**src/sv/pfa_pkg.sv**
```systemverilog
package pfa_pkg;

    // Geometry of the managed window.
    localparam int ADDR_W     = 56;
    localparam int NUM_PAGES  = 16384;
    localparam int PAGE_SHIFT = 12;
    localparam int COUNT_W    = 16;

    // Derived widths.
    localparam int IDX_W = (NUM_PAGES > 1) ? $clog2(NUM_PAGES) : 1;
    localparam int CNT_W = $clog2(NUM_PAGES + 1);
    localparam int UW    = ADDR_W + 1;

    localparam logic [UW-1:0] PAGE_MASK = (UW'(1) << PAGE_SHIFT) - UW'(1);
    localparam logic [UW-1:0] WIN_BYTES = UW'(NUM_PAGES) << PAGE_SHIFT;
    localparam logic [CNT_W-1:0] NUM_PAGES_CNT = CNT_W'(NUM_PAGES);
    localparam logic [IDX_W-1:0] LAST_IDX = IDX_W'(NUM_PAGES - 1);
    localparam logic [COUNT_W-1:0] COUNT_MAX = {COUNT_W{1'b1}};

    // Action codes.
    localparam logic [2:0] ACT_ALLOC  = 3'd0;
    localparam logic [2:0] ACT_FREE   = 3'd1;
    localparam logic [2:0] ACT_ADDREF = 3'd2;
    localparam logic [2:0] ACT_QUERY  = 3'd3;
    localparam logic [2:0] ACT_INIT   = 3'd4;

    // Status codes.
    localparam logic [2:0] ST_OK      = 3'd0;
    localparam logic [2:0] ST_EMPTY   = 3'd1;
    localparam logic [2:0] ST_BADADDR = 3'd2;
    localparam logic [2:0] ST_ZERO    = 3'd3;
    localparam logic [2:0] ST_OVF     = 3'd4;

    // Configuration register indexes.
    localparam int CFG_IDX_W = 2;
    localparam logic [CFG_IDX_W-1:0] CFG_DRAM_BASE  = 2'd0;
    localparam logic [CFG_IDX_W-1:0] CFG_FREE_START = 2'd1;
    localparam logic [CFG_IDX_W-1:0] CFG_FREE_END   = 2'd2;

    // Operation request to the shared adder and its answer.
    typedef struct packed {
        logic [UW-1:0] a;
        logic [UW-1:0] b;
        logic          sub;
    } alu_req_t;

    typedef struct packed {
        logic [UW-1:0] sum;
        logic          lt;
    } alu_rsp_t;

endpackage

```
**src/sv/pfa_alu.sv**
```systemverilog
module pfa_alu (
    input  pfa_pkg::alu_req_t req,
    output pfa_pkg::alu_rsp_t rsp
);
    import pfa_pkg::*;

    logic [UW:0] total;

    // Add, or subtract as a plus not-b plus one; the carry out gives a >= b.
    always_comb
    begin
        total   = {1'b0, req.a} + {1'b0, (req.sub ? ~req.b : req.b)}
                + {{UW{1'b0}}, req.sub};
        rsp.sum = total[UW-1:0];
        rsp.lt  = req.sub & ~total[UW];
    end

endmodule

```
**config.mk**
```make
export PLATFORM = sky130hd
export DESIGN_NAME = pfa_alu
export DESIGN_NICKNAME = d
export VERILOG_FILES = /design/src/sv/pfa_pkg.sv /design/src/sv/pfa_alu.sv
export SDC_FILE = /design/constraint.sdc
export NUM_CORES = 1
export LEC_CHECK = 0
export BUFFER_PORTS_ARGS = -buffer_cell sky130_fd_sc_hd__buf_2
export CORE_AREA = 4 4 98 100
export DETAILED_ROUTE_END_ITERATION = 10
export DIE_AREA = 0 0 102 104
export GPL_TIMING_DRIVEN = 0
export PLACE_DENSITY_LB_ADDON = 0.05
export SYNTH_ARGS = -nofsm -noshare
export SYNTH_HDL_FRONTEND = slang
export SYNTH_SLANG_ARGS = --single-unit
export TNS_END_PERCENT = 1
```
**constraint.sdc**
```tcl
create_clock -name vclk -period 4.2
set_clock_uncertainty 0.15 [all_clocks]
set_input_delay 0.42 -clock vclk [all_inputs]
set_output_delay 0.42 -clock vclk [all_outputs]
set_load 0.005 [all_outputs]
```
---- Yosys cells after proc, flatten, opt, wreduce, memory -nomap -nowiden ----
Cells that the tools add are included.
storage, ports and cells
  flip-flop bits (word level) ............. 0
  output and inout bits ................... 58
  bits of input ports ..................... 115
  word-level logic and storage cells ...... 6
operators by class
  add/sub/neg operators ................... 2
  bitwise gates (word level) .............. 3
  muxes and demuxes ....................... 1
operators by type and width
  operator                 count
  adder 57 x 57 -> 58 bit  1
  adder 58 x 1 -> 58 bit   1
  two-way mux 57 bit       1
  inverter 57 bit          1
  AND 1 bit                1
  inverter 1 bit           1

---- Logic depth before layout (Yosys ltp) ----
  word-level depth ........................ 6
  mapped depth ............................ 15
  gate-level depth less buffers ........... 12

---- Least setup slack after synthesis ----
OpenSTA, ideal clock, no wires.
  path kind ............................... input -> output
  start ................................... in req[0] (netlist bit)
  end ..................................... out rsp[57] (netlist bit)
  path buffers ............................ 4
  stages .................................. 15
  data required time ...................... 3.630 ns
  arrival ................................. 3.576 ns
  path slack .............................. 0.054 ns
  cells stage by stage .................... buf_2 clkbuf_1 buf_1 xor2_1 ha_1 buf_4 nand4_1 or3_4 nor2_1 o21ai_1 a311o_1 a21oi_2 a221oi_2 o21a_1 a22oi_2
RTL lines
  what                RTL line      RTL
  start: declaration  pfa_alu.sv:2  input pfa_pkg::alu_req_t req,
  end: declaration    pfa_alu.sv:3  output pfa_pkg::alu_rsp_t rsp

==> flow_metrics.py <==
metrics = {
    "outcome": {
        "status": "finished clean",
    },
    "grt": {
        "antenna_found_initial": 0,
        "grt_max_degree": 11,
        "grt.met1_usage_pct": 29.0,
        "top_usage_layer": "met2",
        "grt_usage_pct": 21.2,
        "grt_pass1_vias": 4192,
        "grtUsageMet2_pct": 37.6,
        "met3_usage_pct": 0.671,
        "grt_first_pass_wirelength_um": 19400,
        "overflow": 0,
    },
    "cells_and_area": {
        "multi_input_area_um2": 3870,
        "drive_gt1_share_pct": 31.8,
        "areaGrowthSynthToFinish_pct": 29.2,
        "final_cell_mix": "179 x buf_2, 78 x xor2_1, 60 x ha_1, 55 x a21oi_1, 45 x nand2_1",
        "n_sequential_cell": 0,
        "layout.nets": 897,
        "antenna_cells": 0,
        "final_common_cell": "buf_2",
        "ff_latch_area_um2": 0,
        "nClkBuffers": 0,
        "final_core_util_pct": 59.2,
        "fillerInstances": 876,
    },
    "logic_synthesis": {
        "synth_nets": 719,
        "ys_warn_count": 0,
        "synth_cell_types": 68,
        "synth_top_area_share_pct": 19.5,
        "syn_inst": 541,
        "yosys.area.top_type": "ha_1",
        "synth-seq-area-share_pct": 0,
        "ys_top_cells_by_area": "ha_1 20%, xor2_1 17%, a21oi_1 7.3%",
        "synthesis.area_um2": 3980,
        "syn_area_per_cell_um2": 7.35,
    },
    "placed_design": {
        "place_congestion": 0.873,
        "portBuffers": 172,
        "dpl.hpwl_um": 10600,
    },
    "setup_path": {
        "critPathMaxFanout": 10,
        "crit_type": "in2out",
        "cp-end-kind": "output port",
        "cp.required_ns": 3.63,
        "arrival_ns": 3.59,
        "start_kind": "input pin",
    },
    "die": {
        "fp.dieArea_um2": 10600,
        "rows": 34,
        "coreArea_um2": 8680,
        "pin_count": 173,
        "chipWidth_um": 102,
        "die_h_um": 104,
        "initial_core_util_pct": 45.8,
    },
    "timing": {
        "fin_tns_setup_ns": 0,
        "finalCritPeriodShare_pct": 99.1,
        "drv_slew": 0,
        "setup_violations": 0,
        "relSlewSlack_pct": 51.3,
        "max_slew.worst_pin.slew_ns": 0.731,
        "rsz0062_at_grt": "yes",
        "finalCriticalPeriod_ns": 4.16,
        "fmax_mhz": 240,
        "final_hold_viol_count": 0,
    },
    "power_and_ir_drop": {
        "leakagePower_nw": 2.59,
        "power.density_nw_per_um2": 233,
        "p_total_mw": 1.19,
        "ir_drop_mv": 0.109,
    },
    "route": {
        "firstDrtPassIters": 4,
        "dr_total_vias": 4520,
        "ant_nets": 0,
        "drc": 0,
        "drt-initial-drc-count": 121,
        "avgRoutedWirePerCell_um": 15.1,
        "vias_per_cell": 5.48,
        "wl_um": 12500,
    },
    "worst_hold_path": {
        "hp-class": "in2out",
    },
    "clocking": {
        "cts_hold_buffers": 0,
    },
    "flow_run": {
        "drv_cap": 0,
    },
}
worst paths after layout:
check,depth (start not counted),from,to,slack (ns)
worst max-delay path,15,req[0],rsp[57],0.04
worst min-delay path,3,req[58],rsp[1],0.97
per-stage QoR:
step	cells	cell area (um^2)	hold WS, ns	setup WS [ns]
final	825	5140	0.969	0.0376
after global routing	825	5140	1.01	-0.106
after CTS	821	5030	0.970	-0.0530
after detailed placement	821	4970	0.970	-0.863
after global placement	821	4970	0.966	-0.844
after floorplan	541	3980	0.741	0.0544
synth_stat cells, types with 4 or more instances:
| library cell | number |
|---|---|
| o21a_1 | 7 |
| a21oi_1 | 58 |
| inv_1 | 21 |
| ha_1 | 62 |
| a31oi_1 | 6 |
| nand3_1 | 8 |
| o21ai_0 | 23 |
| o21ai_1 | 8 |
| and3_1 | 7 |
| xor2_1 | 79 |
| nand4_1 | 19 |
| and2_1 | 4 |
| xnor2_1 | 31 |
| a21o_1 | 28 |
| clkbuf_1 | 16 |
| nand2_1 | 45 |
| nor2b_1 | 8 |
| or3_1 | 4 |
| o21bai_1 | 8 |
| buf_2 | 7 |
| nor2_1 | 25 |
critical path, cell delays in order:
cell and delay (ns):
buf_2 0.13, buf_8 0.15, clkbuf_8 0.19, xor2_1 0.17, ha_1 0.36, and2b_1 0.19
o2111ai_2 0.16, a211oi_4 0.36, o21ai_1 0.12, a311o_1 0.37, a21oi_2 0.24, a221oi_4 0.14
o21a_1 0.23, a22oi_2 0.19, buf_2 0.14
kinds of logic after synthesis:
| group | count (synthesis) | synth area share (%) |
|---|---|---|
| compound gates | 184 | 33.4 |
| simple gates | 134 | 16.9 |
| xor+xnor | 110 | 24.2 |
| fa+ha+maj | 63 | 20.0 |
| buf+inv | 49 | 5.16 |
| mux | 1 | 0.346 |
layer usage:
metal,vias to the layer above,part of all wire [%]
li1,2329,-
met1,2035,45
met2,144,48
met3,12,5.6
met4,0,1.1
met5,-,0
where the power goes:
group	leakage [nW]	switching, mW	internal, mW
sequential	0	0	0
combinational	2.59	0.659	0.536
clock	0	0	0
cell type report:
class	count	area share (%)
buffer	28	3.17
timing repair buffer	176	17.3
tap	108	2.63
inverter	21	1.53
multi-input combinational	492	75.3
repair_timing:
| action | 4_1_cts | 5_1_grt |
|---|---|---|
| pin swaps | 1 | 11 |
| gates resized for setup | 17 | 22 |
| endpoints found under the setup margin | 42 | 16 |
| setup buffers | 0 | 4 |
Note: power is estimated with default switching activity, not from simulation.
