[src/sv/pfa_ram.sv]
module pfa_ram #(
    parameter int DEPTH = 16,
    parameter int WIDTH = 8
) (
    input  logic                                   clk,
    input  logic                                   we,
    input  logic [((DEPTH > 1) ? $clog2(DEPTH) : 1)-1:0] waddr,
    input  logic [WIDTH-1:0]                       wdata,
    input  logic                                   re,
    input  logic [((DEPTH > 1) ? $clog2(DEPTH) : 1)-1:0] raddr,
    output logic [WIDTH-1:0]                       rdata
);

    logic [WIDTH-1:0] mem [DEPTH];

    // One write port.
    always_ff @(posedge clk)
    begin
        if (we)
        begin
            mem[waddr] <= wdata;
        end
    end

    // One registered read port.
    always_ff @(posedge clk)
    begin
        if (re)
        begin
            rdata <= mem[raddr];
        end
    end

endmodule

[config.mk]
export PLATFORM = sky130hd
export DESIGN_NAME = pfa_ram
export DESIGN_NICKNAME = d
export VERILOG_FILES = /design/src/sv/pfa_ram.sv
export SDC_FILE = /design/constraint.sdc
export NUM_CORES = 1
export LEC_CHECK = 0
export ABC_AREA = 1
export ABC_CLOCK_PERIOD_IN_PS = 2900
export BUFFER_PORTS_ARGS = -buffer_cell sky130_fd_sc_hd__buf_2
export CAP_MARGIN = 40
export CORE_MARGIN = 2
export CORE_UTILIZATION = 40
export CTS_CLUSTER_DIAMETER = 100
export DETAILED_ROUTE_END_ITERATION = 8
export GPL_TIMING_DRIVEN = 1
export PLACE_DENSITY = 0.56
export SYNTH_ARGS = -nofsm -noshare
export SYNTH_HDL_FRONTEND = slang
export SYNTH_SLANG_ARGS = --single-unit
[constraint.sdc]
create_clock -name clk -period 2.9 [get_ports clk]
set_clock_uncertainty 0.05 [all_clocks]
set_input_delay 0.29 -clock clk [delete_from_list [all_inputs] [get_ports clk]]
set_output_delay 0.29 -clock clk [all_outputs]
set_load 0.01 [all_outputs]
### Yosys cells after proc, flatten, opt, wreduce, memory -nomap -nowiden

Memories as Yosys holds them, arrays and structs flattened. A register that Yosys moved wholly into a read port is not among the register bits.
Cells that the tools add are included.
W data, S select, Z words.

| storage, ports and cells | value |
|---|---|
| memories | 1 |
| flip-flop bits (word level) | 0 |
| RAM bits | 128 |
| input bits | 19 |
| word-level logic and storage cells | 3 |

| cells by class | value |
|---|---|
| muxes and demuxes | 2 |

Memories:

| memory | depth | bits a word | read ports | clocked after Yosys merged registers in | wr ports | RTL line | RTL |
|---|---|---|---|---|---|---|---|
| mem | 16 | 8 | 1 | 1 | 1 | 14 | `logic [WIDTH-1:0] mem [DEPTH];` |

Operators with widths:

| kind | count |
|---|---|
| $mux W1 | 2 |

### Logic depth before layout (Yosys ltp)

Gate-level depths: netlist (run 1).

| logic depth | value |
|---|---|
| depth in word-level cells | 2 |
| depth in mapped cells | 8 |

### Worst setup path before layout (run 1)

OpenSTA, ideal clock, no wires.

| timing | value |
|---|---|
| kind | input-to-reg |
| start point | in waddr[2] (netlist bit) |
| end point | mem mem[10][0], enable pin |
| path buffers | 0 |
| setup time | 370 ps |
| path slack | 1,609 ps |
| stages on the path | 2 |
| arrival | 871 ps |
| path through | nand3b_1 > nor2_1 |

RTL lines:

| element | RTL line | RTL |
|---|---|---|
| from (decl) | 7 | `input logic [((DEPTH > 1) ? $clog2(DEPTH) : 1)-1:0] waddr,` |
| to (decl) | 14 |  |

No word-level cell before the write port.

==> run_results.csv, run 1 <==
group,metric,value,unit
global_routing,first_global_vias,3685,
clocking,cts_tree,"built",
power_and_ir_drop,pwr_density_cell,675.5,nW/um^2
final_layout,area_growth,13.33,%
logic_synthesis,ys.warnings.count,0,
final_layout,final_nets,595,
global_routing,grtUsageTotal,18.01,%
power_and_ir_drop,leakage_power,0.002820,uW
logic_synthesis,mappedNetlistArea,5847,sq um
logic_synthesis,yosys.cell_types.count,11,
timing,timing.final.crit_share,62.63,%
worst_setup_path,critPathRequiredTime,3.02,ns
worst_setup_path,worst-setup-path-type,"primary input to flip-flop",
worst_setup_path,crit_path_max_fanout,33,
timing,achievable-frequency,550.6,MHz
timing,final.min_clock_period,1.816,ns
timing,timing.final.hold_violations,0,
power_and_ir_drop,power.clock.fraction,44.4,%
worst_setup_path,critical_path.startpoint_type,"primary input",
placement,placement_setup_slack,0.6929,ns
placement,routabilityCongestion,0.8741,
timing,slew-limit-headroom,41.99,%
detailed_routing,drtAntennaViolNets,0,
detailed_routing,number_of_detailed_route_iterations_in_the_first_pass,5,
detailed_routing,wl,13210,um
placement,io_buffers,26,
clocking,clk_pin_slew,0.06,ns
timing,worst_slack,1.084,ns
job,maxCapViolCount,0,
clocking,cts_inserted_buffers,17,
global_routing,grt_max_degree,47,
timing,tightestPinTransition,0.8670,ns
global_routing,grt_pass1_wl,20870,um
detailed_routing,number_of_design_rule_violations_left_by_the_first_detailed_router_iteration,444,
power_and_ir_drop,peakVddDrop,0.3272,mV
die,horizontal_die_dimension,124.9,um
die,io-pin-count,27,
logic_synthesis,synth.net_count,570,
worst_setup_path,timing.reg2reg.worst_path_depth,6,
die,start_util,40.54,%
power_and_ir_drop,report.power.total,4476,uW
min_path,hold_path_class,"primary input to flip-flop",
final_layout,most-common-layout-cells,"sky130_fd_sc_hd__nand2_1 (173), sky130_fd_sc_hd__edfxtp_1 (136), sky130_fd_sc_hd__inv_1 (100)",
clocking,cts.root.buffer_cell,"sky130_fd_sc_hd__clkbuf_16",
worst_setup_path,slowest_stage,"sky130_fd_sc_hd__buf_2",
worst_setup_path,worst-endpoint-arrival,1.94,ns
die,floorplan.core_area,14420,sq um
detailed_routing,avgRoutedWirePerCell,17.09,um
clocking,clock_tree.htree_level_count,4,
power_and_ir_drop,p_int,3519,uW
final_layout,stdcell_area,6626,sq um
logic_synthesis,postSynthRegisterBits,136,
timing,timing.setup.tns,0,ns
global_routing,grt_antenna_before_repair,0,
detailed_routing,drc_viols,0,
detailed_routing,avgViaCountPerCell,4.863,
timing,slew_violations,0,
worst_setup_path,timing.critical_path.slowest_cell_delay,0.55,ns
logic_synthesis,netlist_instances,551,
worst_setup_path,worst_path_most_repeated_cell,"sky130_fd_sc_hd__nand3_1",
power_and_ir_drop,power_frac_comb,5.8,%
global_routing,overflow,0,
detailed_routing,number_of_vias_in_the_routed_layout,3759,
clocking,cts-hold-fix-buffers,0,
placement,placed_area,6083,sq um
power_and_ir_drop,total_switching_power,957.0,uW
placement,dp.final_hpwl,8083,um
timing,hold_ws,0.1845,ns
die,core.rowCount,44,
clocking,worstSkewPairLatency,0.42,ns
power_and_ir_drop,power.sequential.fraction,49.8,%
logic_synthesis,post_synth.cell_area_avg,10.61,sq um
logic_synthesis,synth-seq-area-share,69.85,%
final_layout,mostFrequentLayoutCell,"sky130_fd_sc_hd__nand2_1",
clocking,cts_post_setup_buffers_inserted,0,
timing,setup_viol,0,
status,run_status,"finished, final reports clean",
min_path,worstHoldPathCells,1,
worst_setup_path,kind_of_capture_point_of_the_worst_setup_path,"flip-flop",
power_and_ir_drop,net_sw_share,21.38,%
worst_setup_path,crit_path_cells,"buf_2 -> inv_2 -> nand3_1 -> nand3_1 -> nand3_1 -> nand2_1",
final_layout,antenna_fix_cells,0,
timing,rsz0062_at_grt,"false",
final_layout,layout-drive-gt1-share,9.508,%
clocking,cts.sink_count,136,
clocking,clk_path_buf_depth,2,
die,die_area,15600,sq um
die,die_h,124.9,um
clocking,cts_resized,0,
==> sequential cells by signal, indices dropped and copies added (netlist names) <==
register	cells
mem	128
rdata	8
==> Yosys cell counts <==
| cell | count | area share, % |
|---|---|---|
| sky130_fd_sc_hd__inv_2 | 2 | 0.13 |
| sky130_fd_sc_hd__nand3_1 | 97 | 8.3 |
| sky130_fd_sc_hd__buf_6 | 6 | 1.2 |
| sky130_fd_sc_hd__inv_1 | 100 | 6.4 |
| sky130_fd_sc_hd__nor2_1 | 17 | 1.1 |
| sky130_fd_sc_hd__buf_4 | 4 | 0.51 |
| sky130_fd_sc_hd__nand2_1 | 173 | 11 |
| sky130_fd_sc_hd__nand3b_1 | 2 | 0.26 |
| sky130_fd_sc_hd__buf_1 | 1 | 0.064 |
| sky130_fd_sc_hd__edfxtp_1 | 136 | 70 |
| sky130_fd_sc_hd__buf_2 | 13 | 1.1 |
==> cell families (layout without fill, tap and decap cells) <==
logic type / Yosys count / count (layout) / share of synthesized area, %
buffers and inverters: 126 / 164 / 9.394
DFF: 136 / 136 / 69.85
and+or+nand+nor: 289 / 289 / 20.76
==> power groups by stage <==
| stage | registers (uW) | logic [uW] | clock network, uW |
|---|---|---|---|
| final | 2230 | 260 | 1990 |
| after global routing | 2230 | 290 | 2110 |
| after CTS | 2230 | 264 | 2010 |
| after detailed placement | 2270 | 263 | 0 |
| after global placement | 2270 | 260 | 0 |
| after floorplan | 2270 | 155 | 0 |
==> routing by layer <==
metal	share of wire [%]	up-vias	track usage [%]
met5	0	-	0
met4	3.4	0	9.085
met3	4.9	34	3.823
met2	47	123	28.13
met1	45	1768	23.98
li1	-	1834	-
==> final timing paths <==
kind | startpoint | slack, ns | end
hold / removal | re | 0.18 | rdata[6]
setup reg to reg | mem[5][1] | 1.65 | rdata[1]
hold reg to reg | mem[11][0] | 0.69 | rdata[0]
setup / recovery | raddr[1] | 1.08 | rdata[1]
==> critical path, delay by kind of cell <==
kind / cells / cell delay [ns]
buffers and inverters: 2 / 1.02
AND/OR/NAND/NOR: 4 / 0.60
==> stage by stage <==
stage | util [%] | cells
floorplan | - | 551
global placement | 42.12 | 740
detailed placement | 42.18 | 741
CTS | 45.94 | 773
global route | 45.94 | 773
finish | 45.94 | 773
==> area by class of cell <==
cell class,instances,area (sq um)
clock inverters,14,113.9
inverters,102,382.9
multi-input cells,289,1214
repair buffers,30,172.7
flip-flops and latches,136,4084
well taps,184,230.2
fillers,1376,7797
clock buffers,18,429.2
Note: power is estimated with default switching activity, not from simulation.
==> run 2, diff against run 1 <==
--- a/config.mk
+++ b/config.mk
@@ -5,8 +5,8 @@
 export SDC_FILE = /design/constraint.sdc
 export NUM_CORES = 1
 export LEC_CHECK = 0
-export ABC_AREA = 1
-export ABC_CLOCK_PERIOD_IN_PS = 2900
+export ABC_AREA = 0
+export ABC_CLOCK_PERIOD_IN_PS = 1900
 export BUFFER_PORTS_ARGS = -buffer_cell sky130_fd_sc_hd__buf_2
 export CAP_MARGIN = 40
 export CORE_MARGIN = 2
==> constraint.sdc (replaced) <==
create_clock -name clk -period 1.9 [get_ports clk]
set_clock_uncertainty 0.05 [all_clocks]
set_input_delay 0.19 -clock clk [delete_from_list [all_inputs] [get_ports clk]]
set_output_delay 0.19 -clock clk [all_outputs]
set_load 0.01 [all_outputs]
==> run 2 against run 1 <==
Net effect: setup slack lost 0.74 ns; largest power group is now the clock network; clock-buffer cell count down 1; largest cell class unchanged; critical path type is now flip-flop to flip-flop; first-iteration DRC count decreased by 49%; sequential power up 52%; routed wire length is 26% lower; die area down 10%; cell area decreased by 4.3%; register-to-register slack worse by 1.3 ns; global-route usage decreased by 2.5 points.
==> run_results.csv, run 2 <==
group,metric,value,unit
final_layout,largest_register_ff_count,128,
die,core.rowCount,41,
detailed_routing,drtAntennaViolNets,0,
worst_setup_path,timing.reg2reg.worst_path_depth,3,
logic_synthesis,netlist_instances,229,
clocking,cts_resized,0,
final_layout,antenna_fix_cells,0,
worst_setup_path,worst-endpoint-arrival,1.66,ns
timing,achievable-frequency,642.7,MHz
die,start_util,41.26,%
worst_setup_path,worst_r2r_startpoint,"mem[1][0]",
timing,rsz0062_at_grt,"false",
final_layout,most-common-layout-cells,"sky130_fd_sc_hd__edfxtp_1 (136), sky130_fd_sc_hd__buf_2 (26), sky130_fd_sc_hd__buf_4 (21)",
placement,dpl.cell_count,440,
logic_synthesis,ffs_w_async_s_r_synth,0,%
timing,timing.setup.tns,0,ns
min_path,holdPathEnd,"rdata[7]",
logic_synthesis,post-synth-top-count-cell,"sky130_fd_sc_hd__edfxtp_1",
placement,io_buffers,26,
final_layout,layout-drive-gt1-share,32.00,%
global_routing,grtUsageTotal,15.55,%
worst_setup_path,timing.critical_path.max_delay_family,"multiplexers",
detailed_routing,drc_viols,0,
power_and_ir_drop,p_int,5956,uW
detailed_routing,number_of_detailed_route_iterations_in_the_first_pass,4,
logic_synthesis,cell_types_with_the_largest_area_share_after_synthesis,"sky130_fd_sc_hd__edfxtp_1 (78%), sky130_fd_sc_hd__mux4_2 (7.8%), sky130_fd_sc_hd__mux4_1 (7.0%)",
clocking,cts_post_setup_buffers_inserted,0,
timing,final.min_clock_period,1.556,ns
global_routing,first_global_vias,2588,
worst_setup_path,kind_of_capture_point_of_the_worst_setup_path,"flip-flop",
timing,timing.final.crit_share,81.89,%
final_layout,num-fill-cells,1045,
logic_synthesis,synth-seq-area-share,78.12,%
detailed_routing,number_of_design_rule_violations_left_by_the_first_detailed_router_iteration,228,
final_layout,largest-register,"mem",
logic_synthesis,post_synth.cell_area_avg,22.83,sq um
timing,tightestPinTransition,0.4189,ns
worst_setup_path,path_buf_inv,0,
logic_synthesis,ys.warnings.count,0,
worst_setup_path,crit_path_cells,"mux4_1 -> a22oi_1 -> nand2_1",
final_layout,area_growth,21.30,%
global_routing,overflow,0,
status,run_status,"finished, final reports clean",
timing,worst_slack,0.3442,ns
die,die_h,118.3,um
power_and_ir_drop,pwr_density_cell,1152,nW/um^2
power_and_ir_drop,report.power.total,7307,uW
min_path,worstHoldPathCells,1,
clocking,cts-hold-fix-buffers,0,
detailed_routing,number_of_vias_in_the_routed_layout,2448,
final_layout,mostFrequentLayoutCell,"sky130_fd_sc_hd__edfxtp_1",
die,io-pin-count,27,
worst_setup_path,regToRegEndpoint,"rdata[0]",
logic_synthesis,post-synth-top-area-fraction,78.12,%
clocking,cts_inserted_buffers,17,
worst_setup_path,critical_path.startpoint_type,"flip-flop",
clocking,clock_tree.htree_level_count,4,
worst_setup_path,slowest_stage,"sky130_fd_sc_hd__mux4_1",
min_path,start_point_of_the_worst_hold_path,"re",
logic_synthesis,yosys.cell_types.count,18,
job,maxCapViolCount,0,
power_and_ir_drop,power.clock.fraction,49.2,%
timing,timing.final.hold_violations,0,
power_and_ir_drop,total_switching_power,1350,uW
die,horizontal_die_dimension,118.3,um
worst_setup_path,timing.critical_path.slowest_cell_delay,0.51,ns
placement,routabilityCongestion,0.7254,
detailed_routing,avgViaCountPerCell,5.186,
global_routing,grt_max_degree,23,
die,floorplan.core_area,12670,sq um
clocking,cts.root.buffer_cell,"sky130_fd_sc_hd__clkbuf_16",
logic_synthesis,ys_top_cells_by_count,"sky130_fd_sc_hd__edfxtp_1 (136), sky130_fd_sc_hd__mux4_2 (18), sky130_fd_sc_hd__a22oi_1 (16), sky130_fd_sc_hd__mux4_1 (14), sky130_fd_sc_hd__nor2_1 (13)",
timing,slew_violations,0,
die,die_area,14000,sq um
final_layout,non_filler_cells_final,472,
logic_synthesis,mappedNetlistArea,5228,sq um
final_layout,final_nets,306,
clocking,worstSkewPairLatency,0.41,ns
logic_synthesis,synth_edf_count,136,
worst_setup_path,crit_path_max_fanout,1,
final_layout,largest_registers,"mem (128), rdata (8)",
power_and_ir_drop,power_frac_comb,4.3,%
global_routing,grt_pass1_wl,15600,um
min_path,hold_path_class,"primary input to flip-flop",
clocking,clk_pin_slew,0.06,ns
worst_setup_path,worst-setup-path-type,"flip-flop to flip-flop",
power_and_ir_drop,power.sequential.fraction,46.5,%
logic_synthesis,postSynthRegisterBits,136,
worst_setup_path,reg2reg_slack,0.34,ns
clocking,cts_tree,"built",
detailed_routing,avgRoutedWirePerCell,20.64,um
logic_synthesis,synth_largest_area_cell,"sky130_fd_sc_hd__edfxtp_1",
power_and_ir_drop,peakVddDrop,0.6065,mV
clocking,cts.sink_count,136,
placement,placement_setup_slack,0.09367,ns
power_and_ir_drop,leakage_power,0.002148,uW
logic_synthesis,synthFlopType,"sky130_fd_sc_hd__edfxtp_1",
clocking,clk_path_buf_depth,2,
detailed_routing,wl,9741,um
timing,setup_viol,0,
power_and_ir_drop,net_sw_share,18.48,%
placement,dp.final_hpwl,6393,um
logic_synthesis,synth.net_count,248,
worst_setup_path,critPathRequiredTime,2.01,ns
timing,slew-limit-headroom,72.07,%
global_routing,grt_antenna_before_repair,0,
## run 2: cells by family after synthesis
| logic type | synth area share (%) |
|---|---|
| buffers and inverters | 1.651 |
| muxes | 14.79 |
| AOI/OAI and AO/OA | 2.298 |
| and+or+nand+nor | 3.136 |
| DFF | 78.12 |
## run 2: how the worst max path moves through the flow
stage | startpoint | end | slack [ns] | cells after the start
floorplan | waddr[2] | mem[0][0] | 0.17 | 2
global placement | raddr[0] | rdata[0] | 0.08 | 5
detailed placement | raddr[0] | rdata[4] | 0.09 | 5
CTS | mem[3][4] | rdata[4] | 0.33 | 3
global route | mem[3][4] | rdata[4] | 0.28 | 3
finish | mem[1][0] | rdata[0] | 0.34 | 3
## run 2: final cells by class
type / instances / area, sq um / area share (%)
flip-flops and latches: 136 / 4084 / 64.40
clock inverters: 15 / 231.5 / 3.650
well taps: 172 / 215.2 / 3.394
clock buffers: 17 / 425.4 / 6.709
multi-input cells: 83 / 1057 / 16.67
repair buffers: 49 / 327.8 / 5.170
## run 2: per-stage QoR
stage | hold WS [ns] | utilization, % | instance area, sq um
after global placement | 0.5276 | 44.86 | 5684
after detailed placement | 0.5312 | 44.86 | 5684
after floorplan | 0.2389 | - | 5228
after CTS | 0.09690 | 50.04 | 6341
final | 0.1029 | 50.04 | 6341
after global routing | 0.09815 | 50.04 | 6341
## run 2: worst register-to-register path: cells and delay by family, from the launching register on
family,cells,cell delay (ns)
multiplexers,1,0.51
flip-flops,1,0.35
AO/OA/AOI/OAI,1,0.30
AND/OR/NAND/NOR,1,0.08
## run 2: metal layers
| layer | vias to the layer above | share of wire (%) | GRT usage, % |
|---|---|---|---|
| li1 | 1099 | - | - |
| met1 | 1251 | 44 | 22.06 |
| met2 | 82 | 48 | 22.87 |
| met3 | 16 | 5.6 | 4.102 |
| met4 | 0 | 1.9 | 6.476 |
| met5 | - | 0 | 0 |
## run 2: power by group through the flow
stage                     combinational, uW  sequential (uW)  clock [uW]
after floorplan                         171             3460           0
after global placement                  317             3460           0
after detailed placement                322             3460           0
after CTS                               322             3400        3650
after global routing                    347             3400        3780
final                                   312             3400        3590
==> run 3, diff against run 2 <==
--- a/config.mk
+++ b/config.mk
@@ -6,7 +6,7 @@
 export NUM_CORES = 1
 export LEC_CHECK = 0
 export ABC_AREA = 0
-export ABC_CLOCK_PERIOD_IN_PS = 1900
+export ABC_CLOCK_PERIOD_IN_PS = 1600
 export BUFFER_PORTS_ARGS = -buffer_cell sky130_fd_sc_hd__buf_2
 export CAP_MARGIN = 40
 export CORE_MARGIN = 2
==> constraint.sdc (replaced) <==
create_clock -name clk -period 1.6 [get_ports clk]
set_clock_uncertainty 0.05 [all_clocks]
set_input_delay 0.16 -clock clk [delete_from_list [all_inputs] [get_ports clk]]
set_output_delay 0.16 -clock clk [all_outputs]
set_load 0.01 [all_outputs]
==> run 3 against run 2 <==
Net effect: sequential share of layout area is 0.41 points higher; final cell count is 1.1% higher; global-route usage up 1.3 points; sequential power grew 19%; critical path type unchanged.
==> run_results.csv, run 3 (synthesis gave the netlist of run 2 again) <==
group,metric,value,unit
die,io-pin-count,27,
clocking,cts.root.buffer_cell,"sky130_fd_sc_hd__clkbuf_16",
worst_setup_path,timing.critical_path.max_delay_family,"multiplexers",
detailed_routing,avgRoutedWirePerCell,22.74,um
timing,timing.final.crit_share,93.95,%
final_layout,antenna_fix_cells,0,
worst_setup_path,worst-setup-path-type,"flip-flop to flip-flop",
clocking,clk_path_buf_depth,2,
final_layout,largest-register,"mem",
worst_setup_path,crit_path_max_fanout,1,
timing,slew_violations,0,
timing,setup_viol,0,
die,core.rowCount,41,
die,die_area,14000,sq um
worst_setup_path,regToRegEndpoint,"rdata[4]",
clocking,clk_pin_slew,0.06,ns
final_layout,largest_registers,"mem (128), rdata (8)",
power_and_ir_drop,pwr_density_cell,1272,nW/um^2
detailed_routing,drtAntennaViolNets,0,
timing,timing.final.hold_violations,0,
final_layout,final_nets,311,
global_routing,grt_antenna_before_repair,0,
timing,tightestPinTransition,0.5037,ns
final_layout,mostFrequentLayoutCell,"sky130_fd_sc_hd__edfxtp_1",
final_layout,largest_register_ff_count,128,
detailed_routing,number_of_vias_in_the_routed_layout,2521,
worst_setup_path,slowest_stage,"sky130_fd_sc_hd__mux4_1",
min_path,hold_path_class,"primary input to flip-flop",
status,run_status,"finished, final reports clean",
worst_setup_path,critical_path_depth,3,
power_and_ir_drop,peakVddDrop,0.7518,mV
placement,dp.final_hpwl,7005,um
power_and_ir_drop,leakage_power,0.002143,uW
worst_setup_path,crit_start,"mem[9][4]",
placement,io_buffers,26,
die,floorplan.core_area,12670,sq um
worst_setup_path,crit_path_cells,"mux4_1 -> a22oi_1 -> nand2_1",
placement,routabilityCongestion,0.7364,
worst_setup_path,reg2reg_slack,0.1,ns
power_and_ir_drop,report.power.total,8016,uW
timing,final.min_clock_period,1.503,ns
job,maxCapViolCount,0,
worst_setup_path,critical_path.startpoint_type,"flip-flop",
clocking,cts-hold-fix-buffers,0,
final_layout,area_growth,20.54,%
detailed_routing,number_of_detailed_route_iterations_in_the_first_pass,4,
final_layout,non_filler_cells_final,477,
global_routing,overflow,0,
detailed_routing,avgViaCountPerCell,5.285,
worst_setup_path,endpoint,"rdata[4]",
clocking,cts_tree,"built",
timing,rsz0062_at_grt,"false",
worst_setup_path,timing.reg2reg.worst_path_depth,3,
worst_setup_path,timing.critical_path.slowest_cell_delay,0.50,ns
final_layout,layout-drive-gt1-share,32.79,%
clocking,worstSkewPairLatency,0.42,ns
die,horizontal_die_dimension,118.3,um
clocking,clock_tree.htree_level_count,4,
timing,achievable-frequency,665.2,MHz
die,die_h,118.3,um
clocking,cts.sink_count,136,
global_routing,grt_pass1_wl,16460,um
final_layout,most-common-layout-cells,"sky130_fd_sc_hd__edfxtp_1 (136), sky130_fd_sc_hd__buf_2 (26), sky130_fd_sc_hd__buf_4 (24)",
clocking,cts_post_setup_buffers_inserted,0,
placement,dpl.cell_count,445,
worst_setup_path,path_buf_inv,0,
worst_setup_path,kind_of_capture_point_of_the_worst_setup_path,"flip-flop",
final_layout,num-fill-cells,1025,
global_routing,first_global_vias,2592,
detailed_routing,wl,10850,um
detailed_routing,number_of_design_rule_violations_left_by_the_first_detailed_router_iteration,264,
worst_setup_path,worst-endpoint-arrival,1.61,ns
global_routing,grt_max_degree,18,
detailed_routing,drc_viols,0,
worst_setup_path,worst_r2r_startpoint,"mem[9][4]",
die,start_util,41.26,%
worst_setup_path,critPathRequiredTime,1.71,ns
clocking,cts_inserted_buffers,17,
global_routing,grtUsageTotal,16.90,%
timing,slew-limit-headroom,66.42,%
[run 3: worst min path at each step]
| stage | slack [ns] | start | cells after the start | to |
|---|---|---|---|---|
| 4_1_cts | 0.06 | wdata[0] | 1 | mem[0][0] |
| 5_1_grt | 0.07 | wdata[0] | 1 | mem[2][0] |
| 6_report | 0.06 | wdata[0] | 1 | mem[8][0] |
| 3_5_place_dp | 0.50 | wdata[0] | 1 | mem[8][0] |
| 3_3_place_gp | 0.50 | wdata[0] | 1 | mem[9][0] |
| 2_1_floorplan | 0.21 | wdata[0] | 0 | mem[0][0] |
[run 3: layout make-up]
cell class                      instances  area, sq um  share of cell area, %
Sequential cell                       136         4084                  64.81
Multi-Input combinational cell         83         1067                  16.94
Clock buffer                           19        432.9                  6.871
Timing Repair Buffer                   54        390.4                  6.195
Tap cell                              172        215.2                  3.415
Clock inverter                         13        111.4                  1.767
[run 3: report_power, final]
part           internal [uW]  total (uW)  leakage, uW  switching, uW
sequential              4020        4040      0.00124           22.4
combinational            175         396     0.000640            221
clock                   2240        3580     0.000268           1340
total                   6430        8020      0.00214           1580
[run 3: through the flow]
stage | TNS (ns) | hold slack (ns) | cell area [sq um] | worst slack, ns | utilization, %
6_report | 0 | 0.06467 | 6301 | 0.09677 | 49.73
5_1_grt | 0 | 0.07233 | 6301 | 0.01285 | 49.73
4_1_cts | 0 | 0.05847 | 6296 | 0.005877 | 49.69
3_5_place_dp | -1.210 | 0.5006 | 5752 | -0.2350 | 45.39
3_3_place_gp | -1.259 | 0.4971 | 5737 | -0.2048 | 45.28
2_1_floorplan | 0 | 0.2089 | 5233 | 0.1076 | -
[run 3: timing repair]
action / 4_1_cts / 5_1_grt
endpoints found under the setup margin: 0 / 1
gates resized for setup: 0 / 1
hold endpoints to repair: 0 / 0
[run 3: layer usage]
| metal | GRT usage (%) | part of all wire (%) |
|---|---|---|
| met4 | 8.057 | 1.7 |
| met2 | 25.33 | 48 |
| met1 | 23.36 | 47 |
| met3 | 4.054 | 4.1 |
| met5 | 0 | 0 |
